$ cat config.mk
export PLATFORM = sky130hd
export DESIGN_NAME = pepm_front
export DESIGN_NICKNAME = d
export VERILOG_FILES = /design/src/hdl/pepm_pkg.sv /design/src/hdl/pepm_front.sv
export SDC_FILE = /design/constraint.sdc
export NUM_CORES = 1
export LEC_CHECK = 0
export BUFFER_PORTS_ARGS = -buffer_cell sky130_fd_sc_hd__buf_4
export CELL_PAD_IN_SITES_DETAIL_PLACEMENT = 2
export CELL_PAD_IN_SITES_GLOBAL_PLACEMENT = 2
export CORE_UTILIZATION = 28
export DETAILED_ROUTE_END_ITERATION = 12
export PLACE_DENSITY_LB_ADDON = 0.05
export SETUP_SLACK_MARGIN = 0.3
export SYNTH_ARGS = -nofsm -noshare
export SYNTH_HDL_FRONTEND = slang
export SYNTH_SLANG_ARGS = --single-unit
$ cat constraint.sdc
create_clock -name clock -period 8.7 [get_ports clock]
set_input_delay 1.305 -clock clock [delete_from_list [all_inputs] [get_ports clock]]
set_output_delay 1.305 -clock clock [all_outputs]
set_load 0.02 [all_outputs]
$ cat src/hdl/pepm_pkg.sv
`default_nettype none
package pepm_pkg;
   localparam int unsigned WORD_BITS = 64;
   localparam logic [0:0] REG_MODULUS = 1'b0;
   localparam logic [0:0] REG_EVAL_POINT = 1'b1;

   typedef struct packed {
      logic [15:0] outer;
      logic [15:0] middle;
      logic [7:0] inner;
      logic [63:0] coeff;
      logic last;
   } term_type;

   typedef struct packed {
      logic [15:0] outer;
      logic [15:0] middle;
      logic [63:0] value_plus;
      logic [63:0] value_minus;
      logic done;
   } result_type;

   // modular add of two values already below n (65-bit sum)
   function automatic logic [63:0] add_mod(input logic [63:0] a, input logic [63:0] b,
                                           input logic [63:0] n);
      logic [64:0] s;
      s = {1'b0, a} + {1'b0, b};
      if (s >= {1'b0, n}) s = s - {1'b0, n};
      return s[63:0];
   endfunction

   function automatic logic [63:0] sub_mod(input logic [63:0] a, input logic [63:0] b,
                                           input logic [63:0] n);
      return (a >= b) ? (a - b) : (a + (n - b));
   endfunction
endpackage
`default_nettype wire

$ cat src/hdl/pepm_front.sv
`default_nettype none
// input side: masks and saturates exponents, queues terms for the back end
module pepm_front import pepm_pkg::*; #(
   parameter int unsigned INNER_DEG_MAX = 255,
   parameter int unsigned EXP_FIELD_BITS = 16,
   parameter int unsigned QUEUE_DEPTH = 2
) (
   input wire logic clock,
   input wire logic reset,
   input wire logic in_valid,
   output logic in_ready,
   input wire term_type in_term,
   output logic out_valid,
   input wire logic out_ready,
   output term_type out_term
);
   localparam int unsigned PTR_BITS = (QUEUE_DEPTH > 1) ? $clog2(QUEUE_DEPTH) : 1;
   localparam int unsigned EXP_KEEP = (EXP_FIELD_BITS < 16) ? EXP_FIELD_BITS : 16;
   localparam logic [15:0] EXP_MASK = 16'((32'd1 << EXP_KEEP) - 32'd1);
   localparam int unsigned INNER_SAT = (INNER_DEG_MAX < 255) ? INNER_DEG_MAX : 255;
   localparam logic [7:0] INNER_LIM = 8'(INNER_SAT);

   term_type q_ff [QUEUE_DEPTH];
   logic [PTR_BITS-1:0] wr_ff, rd_ff;
   logic [PTR_BITS:0] cnt_ff;
   term_type t;
   logic push, pop;

   always_comb begin
      t = in_term;
      t.outer = in_term.outer & EXP_MASK;
      t.middle = in_term.middle & EXP_MASK;
      if (in_term.inner > INNER_LIM) t.inner = INNER_LIM;
   end

   assign in_ready = (cnt_ff != (PTR_BITS+1)'(QUEUE_DEPTH));
   assign out_valid = (cnt_ff != '0);
   assign out_term = q_ff[rd_ff];
   assign push = in_valid && in_ready;
   assign pop = out_valid && out_ready;

   always_ff @(posedge clock) begin
      if (reset) begin
         wr_ff <= '0;
         rd_ff <= '0;
         cnt_ff <= '0;
      end else begin
         if (push) wr_ff <= (wr_ff == PTR_BITS'(QUEUE_DEPTH-1)) ? '0 : wr_ff + 1'b1;
         if (pop) rd_ff <= (rd_ff == PTR_BITS'(QUEUE_DEPTH-1)) ? '0 : rd_ff + 1'b1;
         cnt_ff <= cnt_ff + (PTR_BITS+1)'(push) - (PTR_BITS+1)'(pop);
      end
      if (push) q_ff[wr_ff] <= t;
   end
endmodule
`default_nettype wire

# == Yosys cells after proc, flatten, opt, wreduce, memory -nomap -nowiden ==
# Memories as Yosys holds them, arrays and structs flattened. A register that Yosys moved wholly into a read port is not among the register bits.
# Cells that the tools add are included.
# word_totals
out_inout_bits,107
memories,1
wordCells,20
reg_bits,4
in_bits,109
ramBits,210
# memory_table
memory,words,width,read_ports,rd_clocked_by_memory_dff,wr,line,text
q_ff,2,105,1,1,1,pepm_front.sv:23,term_type q_ff [QUEUE_DEPTH];
# classes
addsub,4
magnitude_cmp,1
n_reduce_logical,3
muxes,7
n_eq_ne,1
# ops
cell,n
$gt A8 B8 Y1 const B,1
$mux W8,1
$mux W1,6
$add A1 B1 Y1 const B,2
$add A2 B1 Y2,1
$logic_and A1 B1 Y1,2
$ne A2 B2 Y1 const B,1
$reduce_bool A2 Y1,1
$sub A2 B1 Y2,1

# == Logic depth before layout (Yosys ltp) ==
# Gate-level depths: netlist of run 1.
# logic_depth
word_depth,4
ltp_mapped,8
mapped_depth_nobuf,8

# == Least setup slack after synthesis of run 1 ==
# OpenSTA, ideal clock, no wires.
# synth_timing
path_kind,input -> register
start,in in_valid
end,mem q_ff[0][0] in the netlist's numbering (enable)
path_stages,2
setup_ns,0.570
path_slack_ns,2.365
t_arrival_ns,5.765
required_ns,8.130
path_buffers,0
path_cell_list,nand2_1 -> nor2_1
# synth_between
elab_chain_cells,3
# synth_rtl
item,line,text
start: declaration,pepm_front.sv:10,"input wire logic in_valid,"
$logic_and A1 B1 Y1,pepm_front.sv:39,assign push = in_valid && in_ready;
$mux W1,pepm_front.sv:52,if (push) q_ff[wr_ff] <= t;
$mux W1 (not written as such),pepm_front.sv:52,
end: declaration,pepm_front.sv:23,
# Every way passes these cells.

==> flow_summary.json, run 1 <==
{
  "status": "finished clean",
  "synth_top_area_share_pct": 78.3,
  "ys_seq_area_share_pct": 79.5,
  "track_usage_pct": 11.9,
  "yosys.area.top_type": "edfxtp_1",
  "rows": 61,
  "synth-edff-count": 210,
  "htreeDepth": 1,
  "post-place-ws_ps": 4920,
  "min_period_over_period_pct": 48.3,
  "rsz0062_at_grt": "false",
  "critPathKind": "flip-flop to output port",
  "ys_ff_latch": 215,
  "fin_ws_ps": 4500,
  "crit_chain": "buf_4 -> mux2_2 -> buf_4",
  "clock-sinks": 215,
  "period_needed_ps": 4200,
  "ctsResizeCount": 0,
  "power.density_mw_per_mm2": 318,
  "globalplace.congestion": 0.677,
  "dieArea_mm2": 0.0295,
  "synth_cell_types": 21,
  "place_area_mm2": 0.0100,
  "hold_start": "rd_ff$_SDFFE_PP0P_",
  "diodes": 0,
  "core_mm2": 0.0280,
  "cts_hold_buffers": 0,
  "avgSynthCellArea_um2": 22.9,
  "ant_nets": 0,
  "grt_pass1_wl_mm": 26.2,
  "cp-endpoint": "out_term[33]",
  "viasPerCell": 4.11,
  "p_sw_mw": 1.03,
  "fin_area_mm2": 0.0108,
  "clockBufferDepth": 3,
  "max_freq_ghz": 0.238,
  "pin_count": 216,
  "async_flop_share_pct": 0,
  "max_slew_margin_pct": 34.6,
  "clock_latency_ps": 510,
  "r2r_start": "cnt_ff[0]$_SDFF_PP0_",
  "cp_slowest_cell": "dfxtp_4",
  "path_buf_inv": 2,
  "maxCapViolations": 0,
  "crit_top_cell": "buf_4",
  "drtIter0Drc": 152,
  "finalSetupTns_ps": 0,
  "seqPwrFrac_pct": 41.5,
  "vias": 4047,
  "endpoint_kind": "output port",
  "dr.pass1.iters": 4,
  "path_max_fanout": 55,
  "arrival_ps": 2890,
  "netSwitchingFraction_pct": 29.9,
  "path_clk_slew_ps": 50,
  "antenna_found_initial": 0,
  "nets": 698,
  "peakVddDrop_mv": 0.142,
  "numCtsBuffers": 26,
  "p_int_mw": 2.41,
  "synth_cells": 352,
  "worst_pin_slew_ps": 981,
  "power_frac_comb_pct": 30.4,
  "hold_viol_final": 0,
  "crit_cells": 3,
  "ys_top_cells_by_area": "edfxtp_1 78%, mux2_4 9.3%, mux2_2 7.8%",
  "nFillCells": 2765,
  "seq_area_mm2": 0.00641,
  "power.share.clock_pct": 28.2,
  "cellLeakagePower_nw": 4.06,
  "dieWidth_um": 172,
  "ys.warnings.count": 0,
  "dp_hpwl_mm": 11.5,
  "multi_input_area_mm2": 0.00151,
  "slowest_delay_ps": 940,
  "synth_area_mm2": 0.00806,
  "grt_pass1_vias": 4568,
  "rrSetupSlack_ps": 6130,
  "fin_total_pwr_mw": 3.43,
  "hold_class": "flip-flop to flip-flop",
  "post_cts_buffers": 0,
  "wire_per_inst_um": 17.9,
  "critPathTopFamily": "buffers and inverters",
  "initial_core_util_pct": 28.8,
  "r2r_end": "q_ff[0][44]$_DFFE_PP_",
  "port_buffers": 215,
  "grt_overflow": 0,
  "area_growth_syn_to_layout_pct": 34.1,
  "cts-root-buf": "clkbuf_16",
  "fin_skew_ps": 10.3,
  "worst_ep_required_time_ps": 7390,
  "start_kind": "flip-flop",
  "ys.flop_type": "edfxtp_1",
  "tritoncts": "yes",
  "syn_nets": 463,
  "grt_max_degree": 66,
  "wl_mm": 17.6,
  "fp.dieH_um": 172,
  "final_max_slew_viol_count": 0,
  "reg2regPathDepth": 5,
  "setup_violations": 0,
  "layout-drive-gt1-share_pct": 60.1,
  "drc_errors": 0
}
==> how the worst min path moves through the flow <==
stage / cells past startpoint / to
after floorplan: 2 / flip-flop
after global placement: 2 / rd_ff$_SDFFE_PP0P_
after detailed placement: 2 / flip-flop
after CTS: 2 / flip-flop
after global routing: 2 / flip-flop
final: 2 / flip-flop
==> tightest hold or removal path, cell delays in order, from the launching register on <==
cell and delay [ps]:
dfxtp_1 330, xnor2_1 90, nor2_1 80
==> flip-flops by register name, summed over array words and instances, names as in the netlist, named ones only <==
register and cells:
cnt_ff 2, q_ff 210, rd_ff 1, wr_ff 1
==> metal layers <==
metal | vias to the layer above | global-route usage (%) | wire [µm] | share of wire [%]
li1 | 1867 | - | - | -
met1 | 2003 | 13.1 | 6800 | 39
met2 | 146 | 21.0 | 8830 | 50
met3 | 31 | 4.26 | 1530 | 8.7
met4 | 0 | 3.88 | 446 | 2.5
met5 | - | 0 | 0 | 0
==> cells by family (layout without fill, tap and decap cells) <==
kind of cell               count (synthesis)  after routing  share of synthesized area [%]
AOI/OAI and AO/OA                          1              1                         0.0932
adders and majority gates                  2              2                          0.311
DFF                                      215            215                           79.5
buffers and inverters                     13            267                           1.93
and+or+nand+nor                           13             13                          0.808
muxes                                    106            106                           17.1
xor gates and xnor gates                   2              2                          0.217
==> placed cells by master, fill, tap and decap left out, drive strengths merged, types with 2 or more instances in the layout <==
master	instances
buf	219
edfxtp	210
mux2	106
clkbuf	32
clkinv	13
nor2	5
dfxtp	5
nor2b	2
ha	2
inv	2
==> synthesized netlist by cell type (2+ instances only) <==
master / number
edfxtp_1: 210
mux2_2: 56
mux2_4: 50
buf_12: 5
buf_2: 5
dfxtp_1: 5
nor2_1: 5
ha_1: 2
nor2b_1: 2
==> area by class of cell <==
cell class	instances	area share, %
inverter	1	0.0347
timing repair buffer	219	15.2
clock inverter	15	0.672
clock buffer	32	6.43
tap	378	4.38
multi-input combinational	124	14.0
sequential	215	59.3
==> power groups by stage <==
stage | Sequential, mW | Combinational [mW] | Clock (mW)
after global routing | 1.45 | 1.11 | 1.04
after detailed placement | 1.45 | 1.07 | 0
after global placement | 1.44 | 1.06 | 0
after floorplan | 1.41 | 0.723 | 0
after CTS | 1.43 | 1.07 | 1.01
final | 1.42 | 1.04 | 0.967
==> through the flow <==
| step | instances | hold slack, ps | utilization [%] |
|---|---|---|---|
| floorplan | 352 | 481 | - |
| global placement | 937 | 500 | 35.8 |
| detailed placement | 937 | 519 | 35.8 |
| CTS | 984 | 537 | 38.6 |
| global route | 984 | 586 | 38.6 |
| finish | 984 | 528 | 38.6 |
(Power assumes the default switching activity.)
==> run 2, diff against run 1 <==
- clock period: 8.7 -> 4.1 ns (I/O delays scaled with it)
==> flow_summary.json, run 2 (synthesis results as in run 1) <==
{
  "status": "finished clean",
  "holdWs_ps": 294,
  "final_max_slew_viol_count": 0,
  "cellLeakagePower_nw": 4.04,
  "nets": 700,
  "globalplace.congestion": 0.680,
  "maxCapViolations": 0,
  "max_slew_margin_pct": 44.8,
  "ctsResizeCount": 0,
  "grt_overflow": 0,
  "finalSetupTns_ps": 0,
  "pin_count": 216,
  "drtIter0Drc": 153,
  "power.density_mw_per_mm2": 666,
  "setup_violations": 0,
  "grt_pass1_vias": 4557,
  "rows": 61,
  "tritoncts": "yes",
  "grt_max_degree": 58,
  "post_cts_buffers": 0,
  "largest_reg_flops": 210,
  "port_buffers": 215,
  "layout-drive-gt1-share_pct": 59.2,
  "path_clk_slew_ps": 60,
  "critPathKind": "flip-flop to output port",
  "top_regs": "q_ff: 210 flops, cnt_ff: 2 flops",
  "antenna_found_initial": 0,
  "dieArea_mm2": 0.0295,
  "dp_hpwl_mm": 12.1,
  "dieWidth_um": 172,
  "max_freq_ghz": 0.362,
  "top_register": "q_ff",
  "area_growth_syn_to_layout_pct": 33.7,
  "core_mm2": 0.0280,
  "path_max_fanout": 31,
  "initial_core_util_pct": 28.8,
  "arrival_ps": 2150,
  "fin_skew_ps": 6.51,
  "fin_total_pwr_mw": 7.17,
  "numCtsBuffers": 25,
  "drc_errors": 0,
  "htreeDepth": 1,
  "hold_class": "input pin to flip-flop",
  "worst_pin_slew_ps": 829,
  "ant_nets": 0,
  "fp.dieH_um": 172,
  "start_kind": "flip-flop",
  "cts-root-buf": "clkbuf_16",
  "clock-sinks": 215,
  "period_needed_ps": 2760,
  "track_usage_pct": 11.9,
  "viasPerCell": 4.12,
  "min_period_over_period_pct": 67.3,
  "peakVddDrop_mv": 0.356,
  "wl_mm": 17.9,
  "mostFrequentLayoutCells": "221 x buf_4, 210 x edfxtp_1, 56 x mux2_2, 50 x mux2_4, 25 x clkbuf_16",
  "hold_start": "in_term[5]",
  "diodes": 0,
  "clockBufferDepth": 3,
  "grt_pass1_wl_mm": 25.9,
  "wire_per_inst_um": 18.2,
  "rsz0062_at_grt": "false",
  "vias": 4050,
  "cts_hold_buffers": 0,
  "r2r_start": "cnt_ff[0]$_SDFF_PP0_",
  "dr.pass1.iters": 4,
  "final_common_cell": "buf_4",
  "clock_latency_ps": 500,
  "hold_viol_final": 0,
  "worst_ep_required_time_ps": 3480,
  "endpoint_kind": "output port"
}
-- run 2: cell count changes in the layout (fill, tap and decap cells not counted), sizes merged --
cell and delta:
clkinv -7, clkbuf +6, buf +3, clkinvlp -1, inv -1
-- run 2: path summary, 6_finish.rpt --
kind                                               to  slack (ps)  cells past startpoint
worst max-delay path                    out_term[101]        1340                      3
worst min-delay path             q_ff[0][5]$_DFFE_PP_         290                      1
worst max register to register  q_ff[1][62]$_DFFE_PP_        1980                      3
worst min register to register     rd_ff$_SDFFE_PP0P_         520                      2
-- run 2: power breakdown --
group / internal (mW) / switching [mW]
combinational: 1.08 / 1.22
clock: 1.12 / 0.797
sequential: 2.84 / 0.116
-- run 2: per-layer routing --
metal  routed length (µm)  GRT usage, %  vias to the layer above
met5                    0             0                        -
met4                  353          3.14                        0
met3                 1870          5.22                       27
met2                 8760          20.3                      145
met1                 6890          13.3                     2010
li1                     -             -                     1868
-- run 2: cell type report --
| type | instances | area [µm²] |
|---|---|---|
| Fill cell | 2730 | 17200 |
| Timing Repair Buffer | 222 | 1680 |
| Clock buffer | 38 | 674 |
| Sequential cell | 215 | 6410 |
| Clock inverter | 6 | 25.0 |
| Inverter | 1 | 3.75 |
| Tap cell | 378 | 473 |
| Multi-Input combinational cell | 124 | 1510 |
-- run 2: critical path, stage by stage, from the launching register on --
cell and delay (ps):
dfxtp_4 520, buf_4 520, mux2_2 410, buf_4 160
-- run 2: per-stage QoR --
| stage | setup WS, ps | cells | utilization (%) | instance area [µm²] |
|---|---|---|---|---|
| global placement | 1790 | 940 | 36.0 | 10100 |
| global route | 1210 | 984 | 38.5 | 10800 |
| detailed placement | 1760 | 940 | 36.0 | 10100 |
| floorplan | 501 | 352 | - | 8070 |
| CTS | 1270 | 984 | 38.5 | 10800 |
| finish | 1340 | 984 | 38.5 | 10800 |
==> run 3, diff against run 2 <==
- clock period: 4.1 -> 2.5 ns (I/O delays scaled with it)
==> flow_summary.json, run 3 (synthesis results as in run 1) <==
{
  "critPathKind": "flip-flop to output port",
  "setup_violations": 0,
  "htreeDepth": 1,
  "mostFrequentLayoutCells": "218 x buf_4, 210 x edfxtp_1, 56 x mux2_2, 50 x mux2_4, 27 x clkbuf_16",
  "wl_mm": 18.2,
  "antenna_found_initial": 1,
  "dieWidth_um": 172,
  "area_growth_syn_to_layout_pct": 35.9,
  "hold_start": "in_term[23]",
  "drt-met1-wl_mm": 6.75,
  "dr.pass1.iters": 4,
  "top_register": "q_ff",
  "post-place-ws_ps": 775,
  "rows": 61,
  "pin_count": 216,
  "grt_max_degree": 86,
  "tritoncts": "yes",
  "clock_latency_ps": 510,
  "hold_viol_final": 0,
  "drc_errors": 0,
  "cts-root-buf": "clkbuf_16",
  "nets": 702,
  "top_regs": "q_ff: 210 flops, cnt_ff: 2 flops",
  "critPathTopFamily": "buffers and inverters",
  "path_clk_slew_ps": 60,
  "fp.dieH_um": 172,
  "rsz0062_at_grt": "true",
  "peakVddDrop_mv": 0.512,
  "dp.cells": 941,
  "dp_hpwl_mm": 12.2,
  "path_buf_inv": 2,
  "globalplace.congestion": 0.680,
  "fin_skew_ps": 8.82,
  "dr_wl_met2_mm": 9.42,
  "worst_ep_required_time_ps": 2120,
  "track_usage_pct": 12.1,
  "power.density_mw_per_mm2": 1110,
  "min_period_over_period_pct": 86.3,
  "place_area_mm2": 0.0101,
  "status": "finished clean",
  "fin_cells": 990,
  "dieArea_mm2": 0.0295,
  "crit_chain": "buf_12 -> mux2_2 -> buf_4",
  "largest_reg_flops": 210,
  "cellLeakagePower_nw": 4.11,
  "layout-drive-gt1-share_pct": 60.7,
  "r2r_start": "cnt_ff[0]$_SDFF_PP0_",
  "endpoint_kind": "output port",
  "finalSetupTns_ps": 0,
  "period_needed_ps": 2160,
  "ant_nets": 0,
  "vias": 4085,
  "final_util_pct": 39.1,
  "grt_overflow": 0,
  "fin_ws_ps": 343,
  "clock-sinks": 215,
  "start_kind": "flip-flop",
  "max_slew_margin_pct": 64.8,
  "wire_per_inst_um": 18.3,
  "grt_pass1_vias": 4768,
  "clockBufferDepth": 3,
  "cp_slowest_cell": "mux2_2",
  "highest_layer": "met4",
  "final_max_slew_viol_count": 0,
  "fin_area_mm2": 0.0110,
  "numCtsBuffers": 26,
  "worst_pin_slew_ps": 529,
  "initial_core_util_pct": 28.8,
  "core_mm2": 0.0280,
  "maxCapViolations": 0,
  "hold_class": "input pin to flip-flop",
  "viasPerCell": 4.13,
  "final_common_cell": "buf_4",
  "max_freq_ghz": 0.464,
  "grt_pass1_wl_mm": 26.7,
  "slowest_delay_ps": 400,
  "cts_hold_buffers": 0,
  "path_max_fanout": 49,
  "port_buffers": 215,
  "post_cts_buffers": 0,
  "wl_met3_mm": 1.67,
  "arrival_ps": 1780,
  "drtIter0Drc": 136
}
run 3: cell types whose count changed in the layout (fill, tap and decap cells not counted), sizes merged:
| cell | previous run | this run |
|---|---|---|
| clkbuf | 38 | 29 |
| clkinv | 6 | 14 |
| clkinvlp | 0 | 3 |
| buf | 222 | 223 |
| bufinv | 0 | 1 |
| diode | 0 | 1 |
| inv | 1 | 2 |
run 3: layer usage:
metal,GRT usage (%),vias to the layer above
met5,0,-
met4,3.18,0
met3,4.90,27
met2,21.9,136
met1,12.9,2047
li1,-,1875
run 3: worst register-to-register path, stage by stage (launching register included):
cell      delay, ps
dfxtp_2         350
nand2b_4        150
and3_4          450
buf_4           390
run 3: stage by stage:
stage | power, mW | hold slack [ps]
after global routing | 12.8 | 24.4
after CTS | 12.5 | 21.5
after global placement | 8.82 | 517
after floorplan | 7.38 | 439
after detailed placement | 8.91 | 526
final | 12.2 | 48.7
run 3: worst paths after layout:
| kind | endpoint | slack [ps] | cells past startpoint |
|---|---|---|---|
| worst min register to register | rd_ff$_SDFFE_PP0P_ | 530 | 2 |
| worst max register to register | q_ff[1][73]$_DFFE_PP_ | 820 | 3 |
| worst min-delay path | q_ff[1][23]$_DFFE_PP_ | 50 | 1 |
| worst max-delay path | out_term[98] | 340 | 3 |
run 3: power by group:
part / switching, mW / internal [mW]
sequential: 0.157 / 4.65
combinational: 2.06 / 1.83
clock: 1.42 / 2.06
total: 3.64 / 8.54
run 3: cell type report:
| class | count | area [µm²] |
|---|---|---|
| Fill cell | 2747 | 17100 |
| Sequential cell | 215 | 6410 |
| Timing Repair Buffer | 223 | 1740 |
| Multi-Input combinational cell | 124 | 1520 |
| Clock buffer | 29 | 683 |
| Tap cell | 378 | 473 |
| Clock inverter | 19 | 120 |
| Inverter | 1 | 3.75 |
| Antenna cell | 1 | 2.50 |
run 3: timing repair:
action / 4_1_cts / 5_1_grt
endpoints found under the setup margin: 0 / 25
gates resized for setup: 0 / 0
endpoints found under the hold margin: 0 / 0
